--- src/design/frbr_pkg.sv ---
`default_nettype none

package frbr_pkg;

	localparam int DEF_SLOT_COUNT  = 4;
	localparam int DEF_FRAME_BYTES = 80;

	localparam int ACTION_W    = 2;
	localparam int BYTE_W      = 8;
	localparam int INDEX_W     = 7;
	localparam int LEN_W       = 7;
	localparam int CFG_INDEX_W = 2;

	localparam logic [BYTE_W-1:0] START_RESET  = 8'hAA;
	localparam logic [BYTE_W-1:0] END_RESET    = 8'hFF;
	localparam logic [LEN_W-1:0]  MAXLEN_RESET = 7'd80;

	typedef enum logic [ACTION_W-1:0] {
		ACT_BYTE    = 2'd0,
		ACT_READ    = 2'd1,
		ACT_RELEASE = 2'd2,
		ACT_NOP     = 2'd3
	} action_t;

	typedef enum logic [CFG_INDEX_W-1:0] {
		CFG_START  = 2'd0,
		CFG_END    = 2'd1,
		CFG_MAXLEN = 2'd2,
		CFG_NONE   = 2'd3
	} cfg_reg_t;

	typedef enum logic {
		ST_CLEAR = 1'b0,
		ST_RUN   = 1'b1
	} state_t;

	typedef struct packed {
		logic clear_en;
		logic accept;
	} cmd_t;

	typedef struct packed {
		logic clear_last;
	} status_t;

endpackage

`default_nettype wire

--- src/design/frbr_ifs.sv ---
`default_nettype none

interface frbr_item_if;
	import frbr_pkg::*;
	logic                valid;
	logic                ready;
	logic [ACTION_W-1:0] action;
	logic [BYTE_W-1:0]   rx_byte;
	logic [INDEX_W-1:0]  read_index;

	modport source (output valid, output action, output rx_byte, output read_index,
		input ready);
	modport sink (input valid, input action, input rx_byte, input read_index,
		output ready);
endinterface

interface frbr_result_if #(
	parameter int PEND_W = 3
);
	import frbr_pkg::*;
	logic              valid;
	logic              ready;
	logic [BYTE_W-1:0] read_data;
	logic [PEND_W-1:0] pending_frames;
	logic              in_frame;
	logic              frame_done;
	logic              frame_dropped;
	logic              overflow;

	modport source (output valid, output read_data, output pending_frames,
		output in_frame, output frame_done, output frame_dropped, output overflow,
		input ready);
	modport sink (input valid, input read_data, input pending_frames,
		input in_frame, input frame_done, input frame_dropped, input overflow,
		output ready);
endinterface

interface frbr_cfg_if;
	import frbr_pkg::*;
	logic                   valid;
	logic                   ready;
	logic [CFG_INDEX_W-1:0] reg_index;
	logic [BYTE_W-1:0]      wdata;

	modport source (output valid, output reg_index, output wdata, input ready);
	modport sink (input valid, input reg_index, input wdata, output ready);
endinterface

`default_nettype wire

--- src/design/frbr_ctrl.sv ---
`default_nettype none

module frbr_ctrl (
	input  wire               clk,
	input  wire               arst_n,
	input  wire               item_valid,
	output logic              item_ready,
	output logic              result_valid,
	input  wire               result_ready,
	output frbr_pkg::cmd_t    cmd,
	input  frbr_pkg::status_t status
);
	import frbr_pkg::*;

	state_t state_q, state_d;
	logic   out_valid_q, out_valid_d;

	always_ff @(posedge clk or negedge arst_n) begin
		if (!arst_n) begin
			state_q     <= ST_CLEAR;
			out_valid_q <= 1'b0;
		end else begin
			state_q     <= state_d;
			out_valid_q <= out_valid_d;
		end
	end

	always_comb begin
		state_d      = state_q;
		cmd.clear_en = 1'b0;
		item_ready   = 1'b0;
		unique case (state_q)
			ST_CLEAR: begin
				cmd.clear_en = 1'b1;
				if (status.clear_last) begin
					state_d = ST_RUN;
				end
			end
			ST_RUN: begin
				item_ready = !out_valid_q || result_ready;
			end
			default: begin
				state_d = ST_CLEAR;
			end
		endcase
		cmd.accept = item_valid && item_ready;
		if (cmd.accept) begin
			out_valid_d = 1'b1;
		end else if (result_ready) begin
			out_valid_d = 1'b0;
		end else begin
			out_valid_d = out_valid_q;
		end
	end

	assign result_valid = out_valid_q;

	a_no_accept_in_clear: assert property (@(posedge clk) disable iff (!arst_n)
		(state_q == ST_CLEAR) |-> !item_ready)
		else $error("item beat taken during the clearing pass");

	a_result_follows: assert property (@(posedge clk) disable iff (!arst_n)
		cmd.accept |=> result_valid)
		else $error("accepted beat produced no result");

	a_result_held: assert property (@(posedge clk) disable iff (!arst_n)
		(result_valid && !result_ready) |=> result_valid)
		else $error("stalled result withdrawn");

endmodule

`default_nettype wire

--- src/design/frbr_datapath.sv ---
`default_nettype none

module frbr_datapath #(
	parameter int SLOT_COUNT  = frbr_pkg::DEF_SLOT_COUNT,
	parameter int FRAME_BYTES = frbr_pkg::DEF_FRAME_BYTES,
	parameter int PEND_W      = $clog2(SLOT_COUNT + 1)
) (
	input  wire                               clk,
	input  wire                               arst_n,
	input  frbr_pkg::cmd_t                    cmd,
	output frbr_pkg::status_t                 status,
	input  wire  [frbr_pkg::ACTION_W-1:0]     item_action,
	input  wire  [frbr_pkg::BYTE_W-1:0]       item_rx_byte,
	input  wire  [frbr_pkg::INDEX_W-1:0]      item_read_index,
	input  wire                               cfg_write,
	input  wire  [frbr_pkg::CFG_INDEX_W-1:0]  cfg_reg_index,
	input  wire  [frbr_pkg::BYTE_W-1:0]       cfg_wdata,
	output logic [frbr_pkg::BYTE_W-1:0]       read_data,
	output logic [PEND_W-1:0]                 pending_frames,
	output logic                              in_frame,
	output logic                              frame_done,
	output logic                              frame_dropped,
	output logic                              overflow
);
	import frbr_pkg::*;

	localparam int DEPTH  = SLOT_COUNT * FRAME_BYTES;
	localparam int AW     = $clog2(DEPTH);
	localparam int SW     = $clog2(SLOT_COUNT);
	localparam int CNT_W  = $clog2(FRAME_BYTES + 1);
	localparam int CMP_W  = (CNT_W > INDEX_W) ? CNT_W : INDEX_W;
	localparam logic [SW-1:0]     LAST_SLOT = SW'(SLOT_COUNT - 1);
	localparam logic [PEND_W-1:0] FULL      = PEND_W'(SLOT_COUNT);
	localparam logic [AW-1:0]     LAST_ADDR = AW'(DEPTH - 1);
	localparam logic [CMP_W-1:0]  FB_CMP    = CMP_W'(FRAME_BYTES);

	logic [BYTE_W-1:0] mem_q [DEPTH];
	logic [BYTE_W-1:0] rd_q;
	logic              rd_sel_q;
	logic [AW-1:0]     clr_q;

	logic [BYTE_W-1:0] start_q, end_q;
	logic [LEN_W-1:0]  maxlen_q;

	logic              recv_q, recv_d;
	logic [CNT_W-1:0]  count_q, count_d;
	logic [SW-1:0]     wslot_q, wslot_d;
	logic [SW-1:0]     rslot_q, rslot_d;
	logic [PEND_W-1:0] wait_q, wait_d;
	logic              done_q, drop_q, ovf_q;
	logic              done_d, drop_d, ovf_d;

	action_t           act;
	logic              start_hit, end_hit, opening, active;
	logic [CNT_W-1:0]  count_cur, count_inc;
	logic [CMP_W-1:0]  limit, maxlen_ext, inc_ext, idx_ext;
	logic              idx_ok, mem_we, rd_en;
	logic [AW-1:0]     waddr, raddr;
	logic [BYTE_W-1:0] wdata;

	always_comb begin
		act        = action_t'(item_action);
		start_hit  = !recv_q && (item_rx_byte == start_q);
		end_hit    = item_rx_byte == end_q;
		ovf_d      = 1'b0;
		opening    = 1'b0;
		if (start_hit) begin
			if (wait_q >= FULL) begin
				ovf_d = 1'b1;
			end else begin
				opening = 1'b1;
			end
		end
		active     = recv_q || opening;
		count_cur  = opening ? '0 : count_q;
		count_inc  = count_cur + 1'b1;
		maxlen_ext = CMP_W'(maxlen_q);
		limit      = (maxlen_ext > FB_CMP) ? FB_CMP : maxlen_ext;
		inc_ext    = CMP_W'(count_inc);
		idx_ext    = CMP_W'(item_read_index);
		idx_ok     = idx_ext < FB_CMP;

		recv_d  = recv_q;
		count_d = count_q;
		wslot_d = wslot_q;
		rslot_d = rslot_q;
		wait_d  = wait_q;
		done_d  = 1'b0;
		drop_d  = 1'b0;
		mem_we  = 1'b0;
		rd_en   = 1'b0;
		unique case (act)
			ACT_BYTE: begin
				if (active) begin
					mem_we = 1'b1;
					if (end_hit) begin
						recv_d  = 1'b0;
						count_d = '0;
						wslot_d = (wslot_q == LAST_SLOT) ? '0 : wslot_q + 1'b1;
						wait_d  = wait_q + 1'b1;
						done_d  = 1'b1;
					end else if (inc_ext >= limit) begin
						recv_d  = 1'b0;
						count_d = '0;
						drop_d  = 1'b1;
					end else begin
						recv_d  = 1'b1;
						count_d = count_inc;
					end
				end
			end
			ACT_READ: begin
				rd_en = idx_ok;
			end
			ACT_RELEASE: begin
				if (wait_q != '0) begin
					wait_d  = wait_q - 1'b1;
					rslot_d = (rslot_q == LAST_SLOT) ? '0 : rslot_q + 1'b1;
				end
			end
			ACT_NOP: begin
			end
			default: begin
			end
		endcase
		if (act != ACT_BYTE) begin
			ovf_d = 1'b0;
		end

		raddr = AW'(rslot_q) * AW'(FRAME_BYTES) + AW'(item_read_index);
		if (cmd.clear_en) begin
			waddr = clr_q;
			wdata = '0;
		end else begin
			waddr = AW'(wslot_q) * AW'(FRAME_BYTES) + AW'(count_cur);
			wdata = item_rx_byte;
		end
	end

	always_ff @(posedge clk) begin
		if (cmd.clear_en || (cmd.accept && mem_we)) begin
			mem_q[waddr] <= wdata;
		end
		if (cmd.accept && rd_en) begin
			rd_q <= mem_q[raddr];
		end
	end

	always_ff @(posedge clk or negedge arst_n) begin
		if (!arst_n) begin
			clr_q    <= '0;
			start_q  <= START_RESET;
			end_q    <= END_RESET;
			maxlen_q <= MAXLEN_RESET;
			recv_q   <= 1'b0;
			count_q  <= '0;
			wslot_q  <= '0;
			rslot_q  <= '0;
			wait_q   <= '0;
			done_q   <= 1'b0;
			drop_q   <= 1'b0;
			ovf_q    <= 1'b0;
			rd_sel_q <= 1'b0;
		end else begin
			if (cmd.clear_en) begin
				clr_q <= (clr_q == LAST_ADDR) ? '0 : clr_q + 1'b1;
			end
			if (cfg_write) begin
				unique case (cfg_reg_t'(cfg_reg_index))
					CFG_START:  start_q  <= cfg_wdata;
					CFG_END:    end_q    <= cfg_wdata;
					CFG_MAXLEN: maxlen_q <= cfg_wdata[LEN_W-1:0];
					CFG_NONE: begin
					end
					default: begin
					end
				endcase
			end
			if (cmd.accept) begin
				recv_q   <= recv_d;
				count_q  <= count_d;
				wslot_q  <= wslot_d;
				rslot_q  <= rslot_d;
				wait_q   <= wait_d;
				done_q   <= done_d;
				drop_q   <= drop_d;
				ovf_q    <= ovf_d;
				rd_sel_q <= rd_en;
			end
		end
	end

	assign status.clear_last = clr_q == LAST_ADDR;
	assign read_data         = rd_sel_q ? rd_q : '0;
	assign pending_frames    = wait_q;
	assign in_frame          = recv_q;
	assign frame_done        = done_q;
	assign frame_dropped     = drop_q;
	assign overflow          = ovf_q;

	a_wait_bound: assert property (@(posedge clk) disable iff (!arst_n)
		wait_q <= FULL)
		else $error("pending count beyond the number of slots");

	a_count_bound: assert property (@(posedge clk) disable iff (!arst_n)
		recv_q |-> (CMP_W'(count_q) < FB_CMP))
		else $error("byte count beyond the slot size while receiving");

	a_commit_counts: assert property (@(posedge clk) disable iff (!arst_n)
		(cmd.accept && done_d) |=> (wait_q == $past(wait_q) + 1'b1))
		else $error("committed frame not counted");

	a_flags_exclusive: assert property (@(posedge clk) disable iff (!arst_n)
		$onehot0({done_q, drop_q, ovf_q}))
		else $error("more than one frame event flagged for one beat");

endmodule

`default_nettype wire

--- src/design/framed_byte_receiver_ring_unit.sv ---
// Channel   Role    Beat carries
// item      sink    action, rx_byte, read_index
// result    source  read_data, pending_frames, in_frame, frame_done,
//                   frame_dropped, overflow
// cfg       sink    reg_index, wdata (always ready)
//
// One item beat is taken per cycle; its result appears in the output register
// on the following cycle. The frame store has one write and one read port, and
// each item uses at most one of them. After reset the store is cleared one byte
// a cycle, all SLOT_COUNT * FRAME_BYTES bytes (320 by default), with no item
// beat taken meanwhile. While a result is stalled no further item beat is taken.
`default_nettype none

module framed_byte_receiver_ring_unit #(
	parameter int SLOT_COUNT  = frbr_pkg::DEF_SLOT_COUNT,
	parameter int FRAME_BYTES = frbr_pkg::DEF_FRAME_BYTES
) (
	input wire            clk,
	input wire            arst_n,
	frbr_item_if.sink     item,
	frbr_result_if.source result,
	frbr_cfg_if.sink      cfg
);
	import frbr_pkg::*;

	localparam int PEND_W = $clog2(SLOT_COUNT + 1);

	cmd_t    cmd;
	status_t status;

	assign cfg.ready = 1'b1;

	frbr_ctrl u_ctrl (
		.clk          (clk),
		.arst_n       (arst_n),
		.item_valid   (item.valid),
		.item_ready   (item.ready),
		.result_valid (result.valid),
		.result_ready (result.ready),
		.cmd          (cmd),
		.status       (status)
	);

	frbr_datapath #(
		.SLOT_COUNT  (SLOT_COUNT),
		.FRAME_BYTES (FRAME_BYTES),
		.PEND_W      (PEND_W)
	) u_datapath (
		.clk             (clk),
		.arst_n          (arst_n),
		.cmd             (cmd),
		.status          (status),
		.item_action     (item.action),
		.item_rx_byte    (item.rx_byte),
		.item_read_index (item.read_index),
		.cfg_write       (cfg.valid),
		.cfg_reg_index   (cfg.reg_index),
		.cfg_wdata       (cfg.wdata),
		.read_data       (result.read_data),
		.pending_frames  (result.pending_frames),
		.in_frame        (result.in_frame),
		.frame_done      (result.frame_done),
		.frame_dropped   (result.frame_dropped),
		.overflow        (result.overflow)
	);

endmodule

`default_nettype wire
--- src/flat_wrapper.sv ---
// flat-port wrapper written by rule: the top's interface ports become plain ports
module framed_byte_receiver_ring_unit_flat import frbr_pkg::*;
#(
	parameter int SLOT_COUNT  = frbr_pkg::DEF_SLOT_COUNT,
	parameter int FRAME_BYTES = frbr_pkg::DEF_FRAME_BYTES
)
  (clk, arst_n, item_valid, item_action, item_rx_byte, item_read_index, item_ready, result_valid, result_read_data, result_pending_frames, result_in_frame, result_frame_done, result_frame_dropped, result_overflow, result_ready, cfg_valid, cfg_reg_index, cfg_wdata, cfg_ready);
  frbr_item_if item_i ();
  frbr_result_if result_i ();
  frbr_cfg_if cfg_i ();
  input wire clk;
  input wire arst_n;
  input wire logic [$bits(item_i.valid)-1:0] item_valid;
  input wire logic [$bits(item_i.action)-1:0] item_action;
  input wire logic [$bits(item_i.rx_byte)-1:0] item_rx_byte;
  input wire logic [$bits(item_i.read_index)-1:0] item_read_index;
  output wire logic [$bits(item_i.ready)-1:0] item_ready;
  output wire logic [$bits(result_i.valid)-1:0] result_valid;
  output wire logic [$bits(result_i.read_data)-1:0] result_read_data;
  output wire logic [$bits(result_i.pending_frames)-1:0] result_pending_frames;
  output wire logic [$bits(result_i.in_frame)-1:0] result_in_frame;
  output wire logic [$bits(result_i.frame_done)-1:0] result_frame_done;
  output wire logic [$bits(result_i.frame_dropped)-1:0] result_frame_dropped;
  output wire logic [$bits(result_i.overflow)-1:0] result_overflow;
  input wire logic [$bits(result_i.ready)-1:0] result_ready;
  input wire logic [$bits(cfg_i.valid)-1:0] cfg_valid;
  input wire logic [$bits(cfg_i.reg_index)-1:0] cfg_reg_index;
  input wire logic [$bits(cfg_i.wdata)-1:0] cfg_wdata;
  output wire logic [$bits(cfg_i.ready)-1:0] cfg_ready;
  assign item_i.valid = item_valid;
  assign item_i.action = item_action;
  assign item_i.rx_byte = item_rx_byte;
  assign item_i.read_index = item_read_index;
  assign item_ready = item_i.ready;
  assign result_valid = result_i.valid;
  assign result_read_data = result_i.read_data;
  assign result_pending_frames = result_i.pending_frames;
  assign result_in_frame = result_i.in_frame;
  assign result_frame_done = result_i.frame_done;
  assign result_frame_dropped = result_i.frame_dropped;
  assign result_overflow = result_i.overflow;
  assign result_i.ready = result_ready;
  assign cfg_i.valid = cfg_valid;
  assign cfg_i.reg_index = cfg_reg_index;
  assign cfg_i.wdata = cfg_wdata;
  assign cfg_ready = cfg_i.ready;
  framed_byte_receiver_ring_unit #(.SLOT_COUNT(SLOT_COUNT), .FRAME_BYTES(FRAME_BYTES)) u_core (.clk(clk), .arst_n(arst_n), .item(item_i), .result(result_i), .cfg(cfg_i));
endmodule
--- config.mk ---
export PLATFORM = sky130hd
export DESIGN_NAME = framed_byte_receiver_ring_unit_flat
export DESIGN_NICKNAME = d
export VERILOG_FILES = /design/src/design/frbr_pkg.sv /design/src/design/frbr_ifs.sv /design/src/design/frbr_ctrl.sv /design/src/design/frbr_datapath.sv /design/src/design/framed_byte_receiver_ring_unit.sv /design/src/flat_wrapper.sv
export SDC_FILE = /design/constraint.sdc
export NUM_CORES = 2
export LEC_CHECK = 0
export BUFFER_PORTS_ARGS = -buffer_cell sky130_fd_sc_hd__buf_2
export CAP_MARGIN = 5
export CORE_MARGIN = 3
export CORE_UTILIZATION = 45
export CTS_CLUSTER_DIAMETER = 50
export DETAILED_ROUTE_END_ITERATION = 6
export PLACE_DENSITY_LB_ADDON = 0.12
export SLEW_MARGIN = 20
export SYNTH_ARGS = -nofsm -noshare
export SYNTH_HDL_FRONTEND = slang
export SYNTH_HIERARCHICAL = 1
export SYNTH_SLANG_ARGS = --single-unit
--- constraint.sdc ---
create_clock -name clk -period 25.7 [get_ports clk]
set_input_delay 2.57 -clock clk [delete_from_list [all_inputs] [get_ports clk]]
set_output_delay 2.57 -clock clk [all_outputs]
set_load 0.05 [all_outputs]
== Word level (Yosys, flattened, before mapping) ==
Memory sizes are Yosys's and may differ from the RTL's. A register that Yosys moved wholly into a read port is not among the register bits.
Cells that the tools add are included.

* Register bits: 53
* Bits of input ports: 32
* Memory bits (writable): 2560
* Memories kept: 1
* Logic and storage cells: 103

{| class="wikitable"
|+ Memory list
! memory !! words !! width !! read ports !! clocked after memory_dff !! wr ports !! line !! RTL
|-
| u_core.u_datapath.mem_q || 320 || 8 || 1 || 1 || 1 || frbr_datapath.sv:37 || <nowiki>logic [BYTE_W-1:0] mem_q [DEPTH];</nowiki>
|}

* Reduce and logical (&&, ||, !) cells: 22
* $add $sub $neg: 8
* Multipliers: 2
* Magnitude comparators: 4
* Equality and inequality tests: 12
* Multiplexer cells: 39

{| class="wikitable"
|+ Operators by type and width
! cell !! count
|-
| 2-to-1 mux 7 bit || 4
|-
| 2-to-1 mux 1 bit || 25
|-
| adder 9 x 7 -> 9 bit || 2
|-
| 2-to-1 mux 9 bit || 2
|-
| equality test 8 bit || 2
|-
| 2-to-1 mux 8 bit || 2
|-
| multiplier 2 x 3 -> 5 bit, second input constant || 2
|-
| adder 9 x 1 -> 9 bit, second input constant || 1
|-
| equality test 9 bit, second input constant || 1
|-
| 2-to-1 mux 3 bit || 3
|-
| equality test 2 bit, second input constant || 4
|-
| adder 7 x 1 -> 7 bit, second input constant || 1
|-
| >= comparator 7 bit || 1
|-
| > comparator 7 bit, second input constant || 1
|-
| less-than comparator 7 bit, second input constant || 1
|-
| inequality test 2 bit, second input constant || 3
|-
| one-hot mux 3 bit (2 select lines) || 1
|-
| AND reduction 2 bit || 3
|-
| AND reduction 3 bit || 2
|-
| nonzero test 2 bit || 3
|-
| AND reduction 5 bit || 1
|-
| adder 2 x 1 -> 2 bit, second input constant || 2
|-
| equality test 2 x 1 -> 1 bit, second input constant || 2
|-
| logical AND 1 bit || 4
|-
| other kinds (9) || 14
|}

== Depth between registers and ports, before layout ==
* Depth after elaboration: 10
* Depth in mapped cells: 16

== Cells and area by module ==
The synthesis kept the hierarchy.

{| class="wikitable"
|+ By module, submodules not included
! module !! seq. area each (µm²) !! cells each !! area each (µm²) !! times used
|-
| frbr_datapath || 78407.7 || 4646 || 102194.3 || 1
|-
| frbr_ctrl || 50.0 || 10 || 103.8 || 1
|-
| framed_byte_receiver_ring_unit || 0.0 || 2 || 11.3 || 1
|}

== Worst setup path after synthesis ==
Ideal clock, no wire load.

* Path kind: input-to-reg
* From: input item_rx_byte[1]
* To: memory u_core.u_datapath.mem_q[0][1] (data pin)
* Cell stages on the path: 1
* Path slack: 13.712 ns
* Setup time: 1.757 ns
* Arrival time: 10.231 ns
* Path through: nor2b_1

* Word-level cells in the longest chain between the ends: 1

{| class="wikitable"
|+ RTL lines
! element !! line !! RTL
|-
| start: declaration || flat_wrapper.sv:15 || <nowiki>input wire logic [$bits(item_i.rx_byte)-1:0] item_rx_byte;</nowiki>
|-
| 2-to-1 mux 8 bit || frbr_datapath.sv:131 || <nowiki>if (cmd.clear_en) begin</nowiki>
|-
| end: declaration || frbr_datapath.sv:37 ||
|}

No other way between the ends.

== Worst setup path after layout ==
* From: input item_read_index[0]
* To: register u_core.u_datapath.rd_q[5], read port of u_core.u_datapath.mem_q (data pin)

* Word-level cells in the longest chain between the ends: 3
* Elaborated cells on any way between the ends: 4

{| class="wikitable"
|+ RTL lines
! element !! line !! RTL
|-
| start: declaration || flat_wrapper.sv:16 || <nowiki>input wire logic [$bits(item_i.read_index)-1:0] item_read_index;</nowiki>
|-
| less-than comparator 7 bit || frbr_datapath.sv:81 || <nowiki>idx_ok = idx_ext < FB_CMP;</nowiki>
|-
| 2-to-1 mux 1 bit || frbr_datapath.sv:92 || <nowiki>unique case (act)</nowiki>
|-
| logical AND 1 bit || frbr_datapath.sv:144 || <nowiki>if (cmd.accept && rd_en) begin</nowiki>
|-
| end: declaration || frbr_datapath.sv:38 || <nowiki>logic [BYTE_W-1:0] rd_q;</nowiki>
|}

Parallel ways exist; a longest one is shown, timed or not.
A chain may end at the register's enable or synchronous reset.

==> flow_metrics.py <==
metrics = {
    "final_layout": {
        "most_frequent_standard_cell_in_the_layout_excluding_fill_and_tap_cells": "edfxtp_1",
        "drive_gt1_share_pct": 27.8,
        "net_count_of_the_finished_layout": 4899,
        "most-common-layout-cells": "2,568 x edfxtp_1, 724 x mux4_2, 335 x nor2_1",
        "finish.cell_count_without_fillers": 8057,
        "finalCoreUtilization_pct": 51.2,
        "area_delta_synth_final_pct": 12.9,
    },
    "logic_synthesis": {
        "synth_nets": 4710,
        "synth_enable_flop_cells": 2568,
        "netlist_instances": 4658,
        "flip_flop_cell_with_the_highest_count_after_synthesis": "edfxtp_1",
        "synthDominantAreaCellType": "edfxtp_1",
        "synth.ff_latch_count": 2621,
        "synthesis.area_um2": 102000,
        "synth_cell_type_count": 66,
        "synth.area.top_cells": "edfxtp_1 75%, mux4_2 16%, nor2_1 1.3%, dfrtp_1 0.95%, buf_2 0.48%",
        "synth.yosys.seq_area_share_pct": 76.7,
        "synthesis.yosys.warnings": 6,
        "avgSynthCellArea_um2": 22.0,
        "async_flop_share_pct": 2.02,
        "post-synth-top-area-fraction_pct": 75.4,
    },
    "floorplan": {
        "ios": 50,
        "die_width_um": 483,
        "initial_utilization_pct": 45.4,
        "core_area_um2": 226000,
        "floorplan.die_area_um2": 233000,
        "std_cell_rows": 174,
        "die_y_um": 483,
    },
    "cts": {
        "clock_tree_from_tritoncts": "built",
        "tritoncts.num_buffers": 306,
        "worstSkewPairLatency_ns": 0.93,
        "cts.clk_slew.worst_paths_ns": 0.06,
        "cts_setup_buffers": 0,
        "holdBufCountCts": 0,
        "ctsLongestPathBuffers": 4,
        "htree_levels": 5,
        "post_cts_resized": 0,
        "root_buffer_cell": "clkbuf_16",
        "cts.sinks": 2621,
    },
    "power": {
        "p_per_area_nw_per_um2": 78.4,
        "irDropWorstVdd_v": 0.0000746,
        "net-switching-power_uw": 1860,
        "sequentialPowerShare_pct": 51.2,
        "comb_power_share_pct": 3.4,
        "power.switching_fraction_pct": 20.5,
        "power_report.internal_total_uw": 7200,
        "clockPowerShare_pct": 45.4,
        "total_leakage_power_uw": 0.0355,
    },
    "sta": {
        "rsz0062_at_grt": "false",
        "slew_headroom_pct": 15.7,
        "setup_violations": 0,
        "min_clock_period_post_route_ns": 7.25,
        "finalHoldViolCount": 0,
        "fmax_mhz": 138,
        "setup-tns-final_ns": 0,
        "holdWs_ns": 0.479,
        "final_min_period_over_clock_period_pct": 28.2,
        "timing.clock.skew_ns": 0.0510,
        "post-route-worst-setup-slack_ns": 18.45,
        "worst-slew-pin-transition_ns": 1.26,
        "timing.final.max_slew_violations": 0,
    },
    "placement": {
        "dp.cells": 7531,
        "numPortBuffers": 48,
        "place_ws_ns": 17.43,
        "hpwl_mm": 157,
        "gpl_wtd_cong": 0.787,
    },
    "worst_hold_path": {
        "worstHoldPathType": "flip-flop to flip-flop",
    },
    "detailed_routing": {
        "detail_route.drc_violations": 0,
        "initialDrtViolationCount": 5461,
        "ant_nets": 0,
        "drt_wl_total_mm": 264,
        "route.vias.total": 48841,
        "detail_route.vias_per_cell": 6.06,
        "routedWlPerCell_um": 32.7,
        "first_pass_iters": 5,
    },
    "run": {
        "timing.max_cap.violations": 0,
    },
    "worst_setup_path": {
        "worst-endpoint-required_ns": 26.32,
        "critical_path_cell_by_cell": "buf_8 -> buf_4 -> buf_12 -> buf_4 -> buf_4 -> mux4_2 -> o22ai_1 -> a211oi_1 -> a21oi_1 -> nand3_1 -> o41ai_1 -> o311ai_0",
        "worst-endpoint-arrival_ns": 7.86,
        "critical_path.startpoint_type": "input pin",
        "setup_cp_type": "input pin to flip-flop",
        "crit_path_max_incr_delay_ns": 0.77,
        "cp_dominant_cell_by_count": "buf_4",
        "reg2reg_slack_ns": 20.29,
        "timing.critical_path.fanout_max": 86,
        "worst_setup_path_end_kind": "flip-flop",
        "cpMaxStageDelayCell": "buf_4",
    },
    "grt": {
        "grt_max_degree": 205,
        "track_usage_pct": 22.9,
        "global_route.peak_usage_layer": "met2",
        "grt_use_met2_pct": 35.5,
        "globalRouteMet3Util_pct": 4.11,
        "first_global_vias": 49776,
        "grt_antenna_before_repair": 13,
        "grt_pass1_wl_mm": 378,
        "grtUsageMet1_pct": 34.1,
        "globalRouteOverflowTotal": 0,
    },
    "outcome": {
        "status": "finished, final reports clean",
    },
}
==> flip-flops by register name, summed over array words and instances, names as in the netlist <==
register and cells:
u_core/u_datapath/rd_sel_q 1, u_core/u_datapath/start_q 8, u_core/u_datapath/maxlen_ext 7, u_core/u_datapath/in_frame 1
u_core/u_datapath/clr_q 9, u_core/u_datapath/rd_q 8, u_core/u_datapath/mem_q 2560, u_core/u_datapath/end_q 8
u_core/u_datapath/frame_done 1, u_core/u_ctrl/state_q 1, u_core/u_datapath/wslot_q 2, u_core/u_datapath/overflow 1
u_core/u_ctrl/result_valid 1, u_core/u_datapath/frame_dropped 1, u_core/u_datapath/pending_frames 3, u_core/u_datapath/count_q 7
u_core/u_datapath/rslot_q 2
==> power groups by stage <==
stage	Sequential, µW	Clock, µW	Combinational [µW]
after floorplan	4720	0	210
after global placement	4720	0	312
after detailed placement	4720	0	312
after CTS	4630	4200	313
after global routing	4630	4380	326
final	4640	4110	308
==> layer usage <==
metal	vias up	wire length (µm)
met5	-	0
met3	335	17900
met4	0	5560
met2	1742	125000
met1	26821	115000
li1	19943	-
==> through the flow <==
stage | cell area, µm² | total power [µW]
5_1_grt | 116000 | 9340
2_1_floorplan | 102000 | 4930
6_report | 116000 | 9050
3_5_place_dp | 106000 | 5040
4_1_cts | 116000 | 9150
3_3_place_gp | 106000 | 5040
==> cells by family after synthesis <==
logic type | after synthesis | share of synthesized area, %
AND/OR/NAND/NOR | 605 | 2.61
AO/OA/AOI/OAI | 269 | 1.88
flip-flops | 2621 | 76.7
other | 1 | 0.00367
buffers and inverters | 295 | 1.41
adder cells (fa/ha/maj) | 20 | 0.267
multiplexers | 814 | 16.9
XOR/XNOR | 33 | 0.283
==> synthesized netlist by cell type, drive strengths merged (3+ instances only) <==
| cell type | number |
|---|---|
| a311oi | 3 |
| and2 | 13 |
| mux4 | 724 |
| nand2b | 16 |
| ha | 17 |
| xor2 | 13 |
| xnor2 | 20 |
| a22o | 8 |
| buf | 178 |
| a22oi | 65 |
| a211oi | 4 |
| edfxtp | 2568 |
| mux2 | 41 |
| a21oi | 45 |
| a221oi | 13 |
| nor2b | 28 |
| nor2 | 347 |
| nor3b | 8 |
| a31oi | 4 |
| o22ai | 15 |
| inv | 14 |
| o2bb2ai | 9 |
| clkbuf | 102 |
| nand2 | 105 |
| fa | 3 |
| nor4 | 7 |
| o21ai | 22 |
| o31ai | 12 |
| nand4 | 19 |
| nand3b | 7 |
| nor3 | 15 |
| dfstp | 14 |
| nand3 | 29 |
| mux2i | 49 |
| dfrtp | 39 |
| a21o | 12 |
| o211ai | 35 |
| o2111ai | 12 |
==> final timing paths <==
| kind | start | to | cells past startpoint |
|---|---|---|---|
| max in group asynchronous | arst_n | u_core/u_datapath/clr_q[0] | 2 |
| min reg2reg | u_core/u_datapath/overflow | u_core/u_datapath/overflow | 1 |
| min | u_core/u_datapath/overflow | u_core/u_datapath/overflow | 1 |
| max | item_read_index[0] | u_core/u_datapath/rd_q[5] | 12 |
| max reg2reg | u_core/u_datapath/start_q[3] | u_core/u_datapath/mem_q[272][5] | 12 |
| min in group asynchronous | arst_n | u_core/u_datapath/start_q[4] | 2 |
==> final cells by class <==
| type | count | area, µm² |
|---|---|---|
| diodes | 4 | 10.0 |
| clock buffers | 370 | 8030 |
| clock inverters | 152 | 1390 |
| fillers | 17827 | 110000 |
| inverters | 15 | 56.3 |
| multi-input cells | 1742 | 22600 |
| flip-flops and latches | 2621 | 78500 |
| well taps | 2992 | 3740 |
| repair buffers | 161 | 1210 |
==> worst max-delay path, delay by kind of cell <==
family	cells	cell delay, ns
multiplexers	1	0.60
AO/OA/AOI/OAI	5	0.90
buffers and inverters	5	3.20
AND/OR/NAND/NOR	1	0.20
(Power assumes the default switching activity.)
